$ cat src/design/wspd_pkg.sv
// wspd_pkg: shared constants, payload structs, controller states and datapath commands
// for the wheel speed pid drive block. No dependencies.
package wspd_pkg;

   localparam int PERIOD_WINDOW  = 4;
   localparam int PULSES_PER_REV = 20;
   localparam int USED_WINDOW    = (PERIOD_WINDOW < 4) ? PERIOD_WINDOW : 4;

   localparam int PERIOD_W = 24;
   localparam int CNT_W    = $clog2(USED_WINDOW + 1);
   localparam int SUM_W    = PERIOD_W + $clog2(USED_WINDOW);

   // floor(a / (p * b)) equals floor(floor(a / p) / b), so one constant numerator suffices
   localparam longint SPEED_NUM = 360000000;
   localparam longint SPEED_K   = SPEED_NUM / PULSES_PER_REV;
   localparam int     SPEED_K_W = $clog2(SPEED_K + 1);
   localparam int     DIV_W     = (SUM_W > SPEED_K_W) ? SUM_W : SPEED_K_W;
   localparam int     DIV_CNT_W = $clog2(DIV_W + 1);

   localparam int SPEED_W     = 16;
   localparam int SPEED_MAX   = 32767;
   localparam int ERR_W       = SPEED_W + 1;
   localparam int DERR_W      = ERR_W + 1;
   localparam int GAIN_W      = 16;
   localparam int PROD_W      = GAIN_W + 1 + DERR_W;
   localparam int DRIVE_W     = 24;
   localparam int FRAC_W      = 8;
   localparam int INTEG_W     = 32;
   localparam int ISUM_W      = PROD_W + 1;
   localparam int U_W         = PROD_W + 2;
   localparam int DRIVE_LIMIT = 65280;
   localparam int DUTY_W      = 8;
   localparam int DUTY_MAX    = 255;

   localparam int CSR_IDX_W  = 3;
   localparam int CSR_DATA_W = 24;

   typedef enum logic [CSR_IDX_W-1:0] {
      CSR_SET_SPEED,
      CSR_GAIN_P,
      CSR_GAIN_I,
      CSR_GAIN_D,
      CSR_PERIOD_MIN,
      CSR_PERIOD_MAX,
      CSR_DRIVE_ENABLE,
      CSR_INITIAL_DRIVE
   } csr_index_type;

   typedef struct packed {
      logic [PERIOD_W-1:0] period_0;
      logic [PERIOD_W-1:0] period_1;
      logic [PERIOD_W-1:0] period_2;
      logic [PERIOD_W-1:0] period_3;
      logic                new_samples;
      logic                stalled;
      logic                restart;
   } req_payload_type;

   typedef struct packed {
      logic signed [SPEED_W-1:0] measured_speed;
      logic [DUTY_W-1:0]         duty;
      logic                      moving;
   } rsp_payload_type;

   typedef struct packed {
      logic signed [SPEED_W-1:0] set_speed;
      logic [GAIN_W-1:0]         gain_p;
      logic [GAIN_W-1:0]         gain_i;
      logic [GAIN_W-1:0]         gain_d;
      logic [PERIOD_W-1:0]       period_min;
      logic [PERIOD_W-1:0]       period_max;
      logic                      drive_enable;
      logic [DUTY_W-1:0]         initial_drive;
   } cfg_type;

   typedef enum logic [3:0] {
      ST_IDLE,
      ST_QUAL,
      ST_SEL,
      ST_DIV_AVG,
      ST_DIV_SPEED,
      ST_PID_P,
      ST_PID_D,
      ST_PID_I,
      ST_PID_INT,
      ST_PID_SUM,
      ST_RESULT
   } state_type;

   typedef enum logic [3:0] {
      OP_NONE,
      OP_QUAL,
      OP_STALL,
      OP_SPEED_ZERO,
      OP_DIV_AVG,
      OP_DIV_SPEED,
      OP_SPEED_SET,
      OP_PID_P,
      OP_PID_D,
      OP_PID_I,
      OP_PID_INT,
      OP_PID_SUM,
      OP_RESULT
   } dp_op_type;

   typedef struct packed {
      logic      capture;
      dp_op_type op;
   } dp_cmd_type;

   typedef struct packed {
      logic fresh;
      logic stall;
      logic cnt_zero;
      logic div_done;
      logic drive_enable;
   } dp_status_type;

endpackage

$ cat src/design/wspd_div.sv
// wspd_div: restoring unsigned divider, one quotient bit per cycle.
// Depends on wspd_pkg for DIV_W and DIV_CNT_W.
module wspd_div import wspd_pkg::*; (
   input  logic             clock,
   input  logic             reset,
   input  logic             start,
   input  logic [DIV_W-1:0] dividend,
   input  logic [DIV_W-1:0] divisor,
   output logic             done,
   output logic [DIV_W-1:0] quotient
);

   logic [DIV_W-1:0]     rem_ff, rem_in;
   logic [DIV_W-1:0]     quo_ff, quo_in;
   logic [DIV_W-1:0]     dsr_ff, dsr_in;
   logic [DIV_CNT_W-1:0] cnt_ff, cnt_in;
   logic [DIV_W:0]       trial;
   logic [DIV_W+1:0]     diff;
   logic                 fits;

   assign trial = {rem_ff, quo_ff[DIV_W-1]};
   assign diff  = {1'b0, trial} - {2'b00, dsr_ff};
   assign fits  = ~diff[DIV_W+1];

   always_comb begin
      rem_in = rem_ff;
      quo_in = quo_ff;
      dsr_in = dsr_ff;
      cnt_in = cnt_ff;
      if (start) begin
         rem_in = '0;
         quo_in = dividend;
         dsr_in = divisor;
         cnt_in = DIV_CNT_W'(DIV_W);
      end else if (cnt_ff != '0) begin
         // a zero divisor yields all ones, which later saturates the speed
         rem_in = fits ? diff[DIV_W-1:0] : trial[DIV_W-1:0];
         quo_in = {quo_ff[DIV_W-2:0], fits};
         cnt_in = cnt_ff - DIV_CNT_W'(1);
      end
   end

   always_ff @(posedge clock) begin
      if (reset) begin
         cnt_ff <= '0;
      end else begin
         cnt_ff <= cnt_in;
      end
   end

   always_ff @(posedge clock) begin
      rem_ff <= rem_in;
      quo_ff <= quo_in;
      dsr_ff <= dsr_in;
   end

   assign done     = (cnt_ff == '0);
   assign quotient = quo_ff;

endmodule

$ cat src/design/wspd_dp.sv
// wspd_dp: configuration registers, period averaging, speed estimate, pid accumulators
// and result register. Depends on wspd_pkg and wspd_div.
module wspd_dp import wspd_pkg::*; (
   input  logic                  clock,
   input  logic                  reset,
   input  logic                  csr_write,
   input  logic [CSR_IDX_W-1:0]  csr_index,
   input  logic [CSR_DATA_W-1:0] csr_data,
   input  req_payload_type       req_data,
   input  dp_cmd_type            cmd,
   output dp_status_type         status,
   output rsp_payload_type       rsp_data
);

   localparam logic signed [U_W-1:0]     U_HI = U_W'(DRIVE_LIMIT);
   localparam logic signed [U_W-1:0]     U_LO = -U_HI;
   localparam logic signed [DRIVE_W-1:0] D_HI = DRIVE_W'(DRIVE_LIMIT);
   localparam logic signed [DRIVE_W-1:0] D_LO = -D_HI;
   localparam logic signed [ISUM_W-1:0]  I_HI = ISUM_W'((longint'(1) << (INTEG_W - 1)) - 1);
   localparam logic signed [ISUM_W-1:0]  I_LO = -I_HI - ISUM_W'(1);

   cfg_type                    cfg_ff, cfg_in;
   req_payload_type            item_ff, item_in;
   logic [SUM_W-1:0]           sum_ff, sum_in;
   logic [CNT_W-1:0]           cnt_ff, cnt_in;
   logic signed [DRIVE_W-1:0]  drive_ff, drive_in;
   logic signed [INTEG_W-1:0]  integ_ff, integ_in;
   logic signed [ERR_W-1:0]    last_err_ff, last_err_in;
   logic signed [SPEED_W-1:0]  speed_ff, speed_in;
   logic                       moving_ff, moving_in;
   logic signed [PROD_W-1:0]   prod_ff, prod_in;
   logic signed [U_W-1:0]      u_ff, u_in;
   rsp_payload_type            rsp_ff, rsp_in;

   logic [PERIOD_W-1:0]        periods [4];
   logic [SUM_W-1:0]           qual_sum;
   logic [CNT_W-1:0]           qual_cnt;
   logic                       reverse;
   logic signed [DRIVE_W-1:0]  restart_drive;
   logic signed [ERR_W-1:0]    err;
   logic signed [DERR_W-1:0]   derr;
   logic signed [DERR_W-1:0]   mul_a;
   logic [GAIN_W-1:0]          mul_g;
   logic signed [PROD_W-1:0]   prod;
   logic signed [ISUM_W-1:0]   isum;
   logic signed [U_W-1:0]      usum;
   logic signed [SPEED_W-1:0]  speed_mag;
   logic [DRIVE_W-1:0]         drive_abs;
   logic [DUTY_W-1:0]          mag;
   logic [DUTY_W-1:0]          duty;
   logic                       div_start;
   logic [DIV_W-1:0]           div_dividend;
   logic [DIV_W-1:0]           div_divisor;
   logic                       div_done;
   logic [DIV_W-1:0]           div_quo;

   wspd_div u_div (
      .clock    (clock),
      .reset    (reset),
      .start    (div_start),
      .dividend (div_dividend),
      .divisor  (div_divisor),
      .done     (div_done),
      .quotient (div_quo)
   );

   assign periods[0] = item_ff.period_0;
   assign periods[1] = item_ff.period_1;
   assign periods[2] = item_ff.period_2;
   assign periods[3] = item_ff.period_3;

   always_comb begin
      qual_sum = '0;
      qual_cnt = '0;
      for (int i = 0; i < USED_WINDOW; i++) begin
         if (periods[i] >= cfg_ff.period_min && periods[i] <= cfg_ff.period_max) begin
            qual_sum = qual_sum + SUM_W'(periods[i]);
            qual_cnt = qual_cnt + CNT_W'(1);
         end
      end
   end

   assign reverse       = cfg_ff.set_speed[SPEED_W-1];
   assign restart_drive = DRIVE_W'({cfg_ff.initial_drive, {FRAC_W{1'b0}}});

   assign err  = {cfg_ff.set_speed[SPEED_W-1], cfg_ff.set_speed} - {speed_ff[SPEED_W-1], speed_ff};
   assign derr = {err[ERR_W-1], err} - {last_err_ff[ERR_W-1], last_err_ff};

   always_comb begin
      case (cmd.op)
         OP_PID_D: begin
            mul_a = derr;
            mul_g = cfg_ff.gain_d;
         end
         OP_PID_I: begin
            mul_a = {err[ERR_W-1], err};
            mul_g = cfg_ff.gain_i;
         end
         default: begin
            mul_a = {err[ERR_W-1], err};
            mul_g = cfg_ff.gain_p;
         end
      endcase
   end

   assign prod = $signed({1'b0, mul_g}) * mul_a;
   assign isum = ISUM_W'(integ_ff) + ISUM_W'(prod_ff);
   assign usum = u_ff + U_W'(integ_ff);

   assign speed_mag = (div_quo > DIV_W'(SPEED_MAX)) ? SPEED_W'(SPEED_MAX)
                                                    : div_quo[SPEED_W-1:0];

   // duty from the integer part of the drive magnitude, inverted when reversing, zero when the drive is disabled
   assign drive_abs = drive_ff[DRIVE_W-1] ? DRIVE_W'(-drive_ff) : DRIVE_W'(drive_ff);
   assign mag       = drive_abs[FRAC_W +: DUTY_W];
   assign duty      = !cfg_ff.drive_enable ? '0 : (reverse ? DUTY_W'(DUTY_MAX) - mag : mag);

   always_comb begin
      cfg_in = cfg_ff;
      if (csr_write) begin
         case (csr_index_type'(csr_index))
            CSR_SET_SPEED:     cfg_in.set_speed     = csr_data[SPEED_W-1:0];
            CSR_GAIN_P:        cfg_in.gain_p        = csr_data[GAIN_W-1:0];
            CSR_GAIN_I:        cfg_in.gain_i        = csr_data[GAIN_W-1:0];
            CSR_GAIN_D:        cfg_in.gain_d        = csr_data[GAIN_W-1:0];
            CSR_PERIOD_MIN:    cfg_in.period_min    = csr_data[PERIOD_W-1:0];
            CSR_PERIOD_MAX:    cfg_in.period_max    = csr_data[PERIOD_W-1:0];
            CSR_DRIVE_ENABLE:  cfg_in.drive_enable  = csr_data[0];
            CSR_INITIAL_DRIVE: cfg_in.initial_drive = csr_data[DUTY_W-1:0];
            default:           cfg_in = cfg_ff;
         endcase
      end
   end

   always_comb begin
      item_in      = cmd.capture ? req_data : item_ff;
      sum_in       = sum_ff;
      cnt_in       = cnt_ff;
      drive_in     = drive_ff;
      integ_in     = integ_ff;
      last_err_in  = last_err_ff;
      speed_in     = speed_ff;
      moving_in    = moving_ff;
      prod_in      = prod_ff;
      u_in         = u_ff;
      rsp_in       = rsp_ff;
      div_start    = 1'b0;
      div_dividend = DIV_W'(sum_ff);
      div_divisor  = DIV_W'(cnt_ff);
      case (cmd.op)
         OP_QUAL: begin
            sum_in = qual_sum;
            cnt_in = qual_cnt;
            // restart goes ahead of the speed estimate and the pid
            if (item_ff.restart) begin
               drive_in    = reverse ? -restart_drive : restart_drive;
               integ_in    = '0;
               last_err_in = '0;
            end
         end
         OP_STALL: begin
            speed_in  = '0;
            moving_in = 1'b0;
         end
         OP_SPEED_ZERO: begin
            speed_in = '0;
         end
         OP_DIV_AVG: begin
            div_start = 1'b1;
         end
         OP_DIV_SPEED: begin
            div_start    = 1'b1;
            div_dividend = DIV_W'(SPEED_K);
            div_divisor  = div_quo;
         end
         OP_SPEED_SET: begin
            speed_in  = reverse ? -speed_mag : speed_mag;
            moving_in = 1'b1;
         end
         OP_PID_P: begin
            prod_in = prod;
         end
         OP_PID_D: begin
            u_in    = U_W'(drive_ff) + U_W'(prod_ff);
            prod_in = prod;
         end
         OP_PID_I: begin
            u_in        = u_ff + U_W'(prod_ff);
            prod_in     = prod;
            last_err_in = err;
         end
         OP_PID_INT: begin
            if (isum > I_HI) begin
               integ_in = I_HI[INTEG_W-1:0];
            end else if (isum < I_LO) begin
               integ_in = I_LO[INTEG_W-1:0];
            end else begin
               integ_in = isum[INTEG_W-1:0];
            end
         end
         OP_PID_SUM: begin
            if (usum > U_HI) begin
               drive_in = D_HI;
            end else if (usum < U_LO) begin
               drive_in = D_LO;
            end else begin
               drive_in = usum[DRIVE_W-1:0];
            end
         end
         OP_RESULT: begin
            rsp_in.measured_speed = speed_ff;
            rsp_in.duty           = duty;
            rsp_in.moving         = moving_ff;
         end
         default: begin
            rsp_in = rsp_ff;
         end
      endcase
   end

   always_ff @(posedge clock) begin
      if (reset) begin
         cfg_ff.set_speed     <= '0;
         cfg_ff.gain_p        <= '0;
         cfg_ff.gain_i        <= '0;
         cfg_ff.gain_d        <= '0;
         cfg_ff.period_min    <= '0;
         cfg_ff.period_max    <= '1;
         cfg_ff.drive_enable  <= 1'b0;
         cfg_ff.initial_drive <= '0;
         drive_ff             <= '0;
         integ_ff             <= '0;
         last_err_ff          <= '0;
         speed_ff             <= '0;
         moving_ff            <= 1'b0;
      end else begin
         cfg_ff      <= cfg_in;
         drive_ff    <= drive_in;
         integ_ff    <= integ_in;
         last_err_ff <= last_err_in;
         speed_ff    <= speed_in;
         moving_ff   <= moving_in;
      end
   end

   always_ff @(posedge clock) begin
      item_ff <= item_in;
      sum_ff  <= sum_in;
      cnt_ff  <= cnt_in;
      prod_ff <= prod_in;
      u_ff    <= u_in;
      rsp_ff  <= rsp_in;
   end

   assign status.fresh        = item_ff.new_samples;
   assign status.stall        = item_ff.stalled;
   assign status.cnt_zero     = (cnt_ff == '0);
   assign status.div_done     = div_done;
   assign status.drive_enable = cfg_ff.drive_enable;

   assign rsp_data = rsp_ff;

endmodule

$ cat src/design/wspd_ctrl.sv
// wspd_ctrl: sequencer for one update: qualify, two divisions and pid steps when each is needed, result.
// Depends on wspd_pkg for states, commands and status.
module wspd_ctrl import wspd_pkg::*; (
   input  logic          clock,
   input  logic          reset,
   input  logic          req_valid,
   input  logic          rsp_stall,
   input  dp_status_type status,
   output logic          req_stall,
   output logic          rsp_valid,
   output dp_cmd_type    cmd
);

   state_type state_ff, state_in;
   logic      rsp_valid_ff, rsp_valid_in;
   logic      rsp_free;
   logic      run_pid;
   logic      skip_div;

   assign rsp_free = !rsp_valid_ff || !rsp_stall;
   assign run_pid  = status.fresh && status.drive_enable;
   // stall, stale window or no qualified period leave the divider unused
   assign skip_div = status.stall || !status.fresh || status.cnt_zero;

   always_comb begin
      state_in = state_ff;
      case (state_ff)
         ST_IDLE: begin
            if (req_valid) state_in = ST_QUAL;
         end
         ST_QUAL: state_in = ST_SEL;
         ST_SEL: begin
            if (skip_div) begin
               state_in = run_pid ? ST_PID_P : ST_RESULT;
            end else begin
               state_in = ST_DIV_AVG;
            end
         end
         ST_DIV_AVG: begin
            if (status.div_done) state_in = ST_DIV_SPEED;
         end
         ST_DIV_SPEED: begin
            if (status.div_done) state_in = run_pid ? ST_PID_P : ST_RESULT;
         end
         ST_PID_P:   state_in = ST_PID_D;
         ST_PID_D:   state_in = ST_PID_I;
         ST_PID_I:   state_in = ST_PID_INT;
         ST_PID_INT: state_in = ST_PID_SUM;
         ST_PID_SUM: state_in = ST_RESULT;
         ST_RESULT: begin
            if (rsp_free) state_in = ST_IDLE;
         end
         default: state_in = ST_IDLE;
      endcase
   end

   always_comb begin
      cmd.capture = (state_ff == ST_IDLE) && req_valid;
      cmd.op      = OP_NONE;
      case (state_ff)
         ST_QUAL: cmd.op = OP_QUAL;
         ST_SEL: begin
            if (status.stall) begin
               cmd.op = OP_STALL;
            end else if (!status.fresh) begin
               cmd.op = OP_NONE;
            end else if (status.cnt_zero) begin
               cmd.op = OP_SPEED_ZERO;
            end else begin
               cmd.op = OP_DIV_AVG;
            end
         end
         ST_DIV_AVG: begin
            if (status.div_done) cmd.op = OP_DIV_SPEED;
         end
         ST_DIV_SPEED: begin
            if (status.div_done) cmd.op = OP_SPEED_SET;
         end
         ST_PID_P:   cmd.op = OP_PID_P;
         ST_PID_D:   cmd.op = OP_PID_D;
         ST_PID_I:   cmd.op = OP_PID_I;
         ST_PID_INT: cmd.op = OP_PID_INT;
         ST_PID_SUM: cmd.op = OP_PID_SUM;
         ST_RESULT: begin
            if (rsp_free) cmd.op = OP_RESULT;
         end
         default: cmd.op = OP_NONE;
      endcase
   end

   always_comb begin
      if (cmd.op == OP_RESULT) begin
         rsp_valid_in = 1'b1;
      end else if (!rsp_stall) begin
         rsp_valid_in = 1'b0;
      end else begin
         rsp_valid_in = rsp_valid_ff;
      end
   end

   always_ff @(posedge clock) begin
      if (reset) begin
         state_ff     <= ST_IDLE;
         rsp_valid_ff <= 1'b0;
      end else begin
         state_ff     <= state_in;
         rsp_valid_ff <= rsp_valid_in;
      end
   end

   assign req_stall = reset || (state_ff != ST_IDLE);
   assign rsp_valid = rsp_valid_ff;

endmodule

$ cat src/design/wheel_speed_pid_drive.sv
// wheel_speed_pid_drive: one wheel speed estimate and incremental pid duty drive.
// An input transfer passes through qualify and select, then the two divisions and the pid
// steps when each is needed, and then the result register.
// A new item is taken only once the last one's result is registered; a result stall delays that.
// Reset (synchronous): pid state, speed, configuration and valid cleared, period_max all ones.
// Depends on wspd_pkg, wspd_ctrl, wspd_dp.
module wheel_speed_pid_drive import wspd_pkg::*; (
   input  logic                  clock,
   input  logic                  reset,
   input  logic                  req_valid,
   output logic                  req_stall,
   input  req_payload_type       req_data,
   output logic                  rsp_valid,
   input  logic                  rsp_stall,
   output rsp_payload_type       rsp_data,
   input  logic                  csr_write,
   input  logic [CSR_IDX_W-1:0]  csr_index,
   input  logic [CSR_DATA_W-1:0] csr_data
);

   dp_cmd_type    dp_cmd;
   dp_status_type dp_status;

   wspd_ctrl u_ctrl (
      .clock     (clock),
      .reset     (reset),
      .req_valid (req_valid),
      .rsp_stall (rsp_stall),
      .status    (dp_status),
      .req_stall (req_stall),
      .rsp_valid (rsp_valid),
      .cmd       (dp_cmd)
   );

   wspd_dp u_dp (
      .clock     (clock),
      .reset     (reset),
      .csr_write (csr_write),
      .csr_index (csr_index),
      .csr_data  (csr_data),
      .req_data  (req_data),
      .cmd       (dp_cmd),
      .status    (dp_status),
      .rsp_data  (rsp_data)
   );

   // one item at a time: a transfer is followed by a stall of the input
   assert property (@(posedge clock) disable iff (reset)
      (req_valid && !req_stall) |=> req_stall)
      else $error("input transfer taken while an item is in progress");

   // speed saturates symmetrically, never the most negative code
   assert property (@(posedge clock) disable iff (reset)
      rsp_valid |-> (rsp_data.measured_speed != {1'b1, {(SPEED_W-1){1'b0}}}))
      else $error("measured speed outside the saturation range");

   // the divider has finished whenever a new item can be taken
   assert property (@(posedge clock) disable iff (reset)
      !req_stall |-> dp_status.div_done)
      else $error("divider still busy while ready for input");

endmodule

$ cat config.mk
export PLATFORM = sky130hd
export DESIGN_NAME = wheel_speed_pid_drive
export DESIGN_NICKNAME = d
export VERILOG_FILES = /design/src/design/wspd_pkg.sv /design/src/design/wspd_div.sv /design/src/design/wspd_dp.sv /design/src/design/wspd_ctrl.sv /design/src/design/wheel_speed_pid_drive.sv
export SDC_FILE = /design/constraint.sdc
export NUM_CORES = 2
export LEC_CHECK = 0
export BUFFER_PORTS_ARGS = -buffer_cell sky130_fd_sc_hd__buf_4
export CELL_PAD_IN_SITES_DETAIL_PLACEMENT = 0
export CELL_PAD_IN_SITES_GLOBAL_PLACEMENT = 1
export CORE_ASPECT_RATIO = 0.75
export CORE_MARGIN = 5
export CORE_UTILIZATION = 45
export DETAILED_ROUTE_END_ITERATION = 12
export MAX_ROUTING_LAYER = met4
export PLACE_DENSITY_LB_ADDON = 0.3
export SLEW_MARGIN = 20
export SYNTH_ARGS = -nofsm -noshare
export SYNTH_HDL_FRONTEND = slang
export SYNTH_SLANG_ARGS = --single-unit
$ cat constraint.sdc
create_clock -name clock -period 12.6 [get_ports clock]
set_input_delay 3.78 -clock clock [delete_from_list [all_inputs] [get_ports clock]]
set_output_delay 3.78 -clock clock [all_outputs]
set_load 0.005 [all_outputs]
# Word-level counts from Yosys, hierarchy flattened
# Index checks and enable logic that the tools add are counted.
# word_totals
output_inout_bits,27
word_cells,197
register_bits,524
# op_classes
mux,52
n_bitwise,1
addsub,18
n_reduce_logical,42
mul,1
n_lt_le_gt_ge,13
n_eq_ne,35
# ops
op,count
$mux 26,7
$mux 24,5
$ge 24x24->1,4
$le 24x24->1,4
$mux 32,3
$pmux 37 s2,1
$pmux 16 s2,2
$pmux 32 s2,1
$add 26x24->26,2
$mux 16,3
$pmux 24 s2,1
$pmux 4 s11,1
$pmux 4 s10,1
$add 37x32->37,1
$add 37x35->37,1
$gt 37x17->1 const B,1
$lt 37x17->1 const B,1
$add 24x35->36,1
$add 32x35->36,1
$gt 36x32->1 const B,1
$lt 36x32->1 const B,1
$mux 4,9
$mul 17x18->35,1
$pmux 17 s2,1
41 further kinds,108

# Logic depth before layout (Yosys ltp)
# logic_depth
ltp_word,9
ltp_mapped,45

# By module
# A second synthesis with hierarchy kept.
# unflattened
cells_unflattened,5599
area_unflattened_um2,49816.5
# modules_own_cells
mod,area_per_inst_um2,cells_each,n_inst
wspd_dp,44491.4,5051,1
wspd_div,4735.8,468,1
wspd_ctrl,589.3,80,1

# Worst setup path before layout
# Ideal clock, no wire load.
# synth_path
path_kind,register -> register
start,register u_dp.speed_ff[1]
end,"register u_dp.prod_ff[34], data pin"
period_less_slack_ps,9682
path_stages_with_launch,39
setup_slack_ps,2918
path_buffers,1
arrival_time_ps,9422
setup_time_ps,260
path_cell_list,dfxtp_1 > inv_1 > ha_1 > nor2b_1 > o21ai_0 > a21boi_0 > o21ai_0 > a21boi_0 > o2111a_1 > nor3_1 > nor2_1 > xnor2_1 > ha_1 > or3_1 > a2111oi_0 > nor2_1 > xnor2_1 > o21ai_0 > (+3 left out) > fa_1 > fa_1 > fa_1 > inv_1 > fa_1 > inv_1 > fa_1 > inv_1 > ha_1 > or2_2 > a21oi_1 > a21oi_1 > a41oi_1 > a311oi_1 > a211o_1 > a311o_1 > a21oi_1 > xnor2_1
# synth_via
elab_chain_len,4
# synth_rtl
item,line_no,text
from (decl),wspd_dp.sv:29,"logic signed [SPEED_W-1:0] speed_ff, speed_in;"
from (signal assigned),wspd_dp.sv:241,speed_ff <= speed_in;
$sub 16x16->17 *,wspd_dp.sv:86,"assign err = {cfg_ff.set_speed[SPEED_W-1], cfg_ff.set_speed} - {speed_ff[SPEED_W-1], speed_ff};"
$sub 17x17->18,wspd_dp.sv:87,"assign derr = {err[ERR_W-1], err} - {last_err_ff[ERR_W-1], last_err_ff};"
$mux 18 *,wspd_dp.sv:90,case (cmd.op)
$mul 17x18->35 *,wspd_dp.sv:106,"assign prod = $signed({1'b0, mul_g}) * mul_a;"
via u_dp.prod[34],wspd_dp.sv:44,logic signed [PROD_W-1:0] prod;
to (signal assigned),wspd_dp.sv:250,prod_ff <= prod_in;
to (decl),wspd_dp.sv:31,"logic signed [PROD_W-1:0] prod_ff, prod_in;"
# The timed path passes the listed nets; every way through them passes the cells marked *.
# A chain may end at the register's enable or synchronous reset.

# Final worst setup path
# layout_path
start,register u_dp.speed_ff[1]
end,"register u_dp.prod_ff[33], data pin"
# Same word-level chain as after synthesis.

==> results.md <==
* Aggregate negative setup slack at 0 ns
* Register area at between 0.01 and 0.015 mm2
* Area Growth Syn to Fin at 9.878%
* LEAKAGE at 23.82 nW
* R2R setup slack at 1.64 ns
* FF-to-FF End: u_dp.prod_ff[33]
* Worst-Skew Late Latency at around 0.70 ns
* Gr ovfl total at 0
* Initial antenna violation count at 3
* Clk pwr share at 16.8%
* Drc violations at 0
* Hold Crit Class: reg -> reg
* Crit path max fanout at 8
* Synth Net Count at around 6,500
* Via count at 40,450
* Worst Setup End Kind: register
* Tightest Pin Transition at 1.337 ns
* Critical path's slowest cell: a2111oi_0
* Worst Skew at 0.07037 ns
* Worst path arrival time at ~11 ns
* # H-tree levels at 2
* Yosys Warn Count at 0
* Sequential power share at 25.0%
* Final ANT Viol Nets at 0
* TritonCTS clock tree: yes
* Critical path class: reg -> reg
* CTS Buf Count at 58
* Clock root buffer: clkbuf_16
* DP Cell Count at 7,002
* Initial Util at 45.51%
* PortBufs at 157
* Peak VDD IR at 0.1733 mV
* R2R cell count at 38
* Critical R2R Launch: u_dp.speed_ff[1]
* Endpoints failing setup at 0
* Fin crit share at 86.97%
* Number of distinct library cells after synthesis at 95
* GPL Wtd Cong at between 0.9 and 1
* Synthesized flop and latch total at approximately 520
* Cell internal pwr at ~0.0060 W
* Post-CTS Setup Bufs at 0
* Main flop type after synthesis: edfxtp_1
* Max cap viols at 0
* Vias per inst at 5.684
* Hold_buf cts at 0
* Layout fillers at 10,220
* I/O pin cnt at 158
* Combinational power share at 58.2%
* Cell Area, Synth at about 0.049 mm2
* Async S/R FF share, synth at 0%
* Clock Path Buffers at 3
* GRT Resource Usage Total at between 20% and 30%
* First-pass GRT wire length at 229.8 mm
* DR pass1 iterations at 5
* Largest family of logic cells by synthesized area: adder cells
* Pin count of the biggest net entering global routing at 78
* Fmax at 91.25 MHz
* Clock transition at path regs at approximately 0.06 ns
* Run status: complete, no violations
* DRT iter0 DRCs at 3,264
* Max incr delay on CP at ~0.62 ns
* Most common cell after layout, fill and taps aside: nand2_1
* Compound-Gate Fraction of Synth Area at 17.68%
* Hold-critical path depth at 2
* Final hold viol count at 0
* Most frequent cells in the layout: 721 x nand2_1, 563 x ha_1, 552 x inv_1
* PD cells at approximately 200 mW/mm2
* Final WL at 147.9 mm
* DP HPWL at 118.9 mm
* Nets at approximately 6,600
* Cells after Synth at 5,540
* Die width at 391.2 um
* Switching part of the total power at 44.44%
* Resized cells post-CTS at 0
* Worst Hold End: u_dp.cfg_ff[59]
* Detailed-route wire length per cell at 20.79 um
* Row Count at 104
* DIE AREA at 0.1157 mm2
* Post-synthesis adder-cell area fraction at a little over a quarter
* Post-route non-filler standard cell count at 7,116
* Multi-input gate area in the final layout at 0.03310 mm2
* Final Max Slew Viols at 0
* Vias in the first global route at 39,190
* Cell repeated most along the worst path: fa_1
* Mux cell area share after synthesis at 1.697%
* Max transition margin at between 10% and 20%
* Setup crit start kind: register
* Hold Worst Slack at 0.4517 ns
* Period minus WS final at roughly 11 ns
* Setup crit start: u_dp.speed_ff[1]
* Share of layout cells above drive strength 1 at 7.445%
* Sequential-to-total area share from yosys stat at 27.05%
* Psw at 0.004789 W
* Core ar. at 0.1077 mm2
* RSZ-0062 raised after global routing: no
* Xor-xnor portion of the synthesized cell area at slightly above 5%
* Critical Path RT at 12.97 ns
* Count of clock tree sinks at 524
* Post-Syn Area per Cell at 8.851 um2
* Hold path start: u_dp.cfg_ff[59]
* Die Y at approximately 300 um
* Post-Synth Simple-Gate Area at around 16%
* Post-synth EDFFs at 277
synth_stat cells (10+ instances only):
cell type    n  area share, %
nand2_1    721            5.5
ha_1       563             14
inv_1      553            4.2
a21oi_1    447            4.6
nor2_1     327            2.5
fa_1       297             12
edfxtp_1   277             17
dfxtp_1    247             10
o21ai_0    237            2.4
xnor2_1    192            3.4
clkbuf_1   157            1.2
a21o_1     155            2.4
nand3_1    135            1.4
and2_1      94            1.2
xor2_1      94            1.7
nor3_1      93           0.95
nor2b_1     81            1.0
nand2b_1    64           0.82
o21a_1      64           0.98
nand4_1     51           0.65
mux2_2      49            1.1
o211ai_1    49           0.75
and3_1      47           0.60
a221o_1     42           0.86
a31oi_1     33           0.42
o21bai_1    30           0.46
a211oi_1    28           0.43
mux2i_1     28           0.57
o31ai_1     24           0.37
a221oi_1    22           0.39
a22oi_1     22           0.34
nor4_1      22           0.28
or3_1       22           0.28
a22o_1      20           0.36
o22ai_1     16           0.20
a2111oi_0   14           0.25
buf_1       14           0.11
a21boi_0    13           0.20
nor3b_1     11           0.17
o21ai_1     11           0.11
or2_2       10           0.13
routing by layer:
metal | global-route usage, % | vias to the layer above | share of wire, %
met5 | - | - | 0
met4 | 5.516 | 0 | 2.1
met3 | 6.020 | 141 | 9.6
met2 | 34.39 | 1328 | 38
met1 | 40.65 | 19360 | 51
li1 | - | 19620 | -
cell families (layout without fill, tap and decap cells):
group                    count (synthesis)  in the layout
XOR/XNOR                               286            286
buffers and inverters                  732            874
other                                    0              3
adder cells (fa/ha/maj)                865            865
AND/OR/NAND/NOR                       1717           1717
multiplexers                            77             77
AO/OA/AOI/OAI                         1339           1339
flip-flops                             524            524
stage by stage:
step	power (W)	utilization, %	setup slack [ns]	cell area, um2
after floorplan	0.007244	-	2.918	49030
after global placement	0.008767	48.08	1.945	51800
after CTS	0.01071	49.97	1.718	53830
final	0.01078	50.00	1.641	53880
after detailed placement	0.008841	48.08	1.831	51800
after global routing	0.01163	50.00	0.7432	53880
power groups by stage:
| stage | sequential (W) | clock (W) | combinational [W] |
|---|---|---|---|
| floorplan | 0.00253 | 0 | 0.00471 |
| global placement | 0.00271 | 0 | 0.00606 |
| detailed placement | 0.00271 | 0 | 0.00613 |
| CTS | 0.00267 | 0.00185 | 0.00619 |
| global route | 0.00272 | 0.00192 | 0.00699 |
| finish | 0.00269 | 0.00181 | 0.00627 |
worst max-delay path, delay by kind of cell (launching register included):
kind,cells,cell delay [ns]
AO/OA/AOI/OAI,14,3.68
XOR/XNOR,2,0.30
adder cells (fa/ha/maj),9,3.76
buffers and inverters,4,0.21
flip-flops,1,0.41
multiplexers,1,0.34
AND/OR/NAND/NOR,8,1.92
cell type report:
class                   count  share of cell area, %
diodes                      3                0.01393
clock buffers              71                  3.042
clock inverters            38                 0.7339
inverters                 554                  3.860
multi-input cells        4284                  61.44
flip-flops and latches    524                  24.62
well taps                1431                  3.323
repair buffers            211                  2.970
state kept, by name, indices dropped and copies added, names as in the netlist, 24 cells and up:
name / flops
u_dp.sum_ff: 26
u_dp.u_div.quotient: 26
u_dp.u_ff: 37
u_dp.prod_ff: 35
u_dp.integ_ff: 32
u_dp.rsp_data: 25
u_dp.u_div.rem_ff: 26
u_dp.u_div.dsr_ff: 26
u_dp.item_ff: 97
u_dp.cfg_ff: 120
u_dp.drive_ff: 24
worst max path at each step:
stage	slack [ns]	depth (start not counted)	end
after CTS	1.72	38	u_dp.prod_ff[33]
after global placement	1.94	39	u_dp.prod_ff[31]
after global routing	0.74	40	u_dp.prod_ff[31]
after detailed placement	1.83	38	u_dp.prod_ff[33]
after floorplan	2.92	38	u_dp.prod_ff[34]
final	1.64	38	u_dp.prod_ff[33]
No activity file was read; power rests on OpenSTA's default activity.
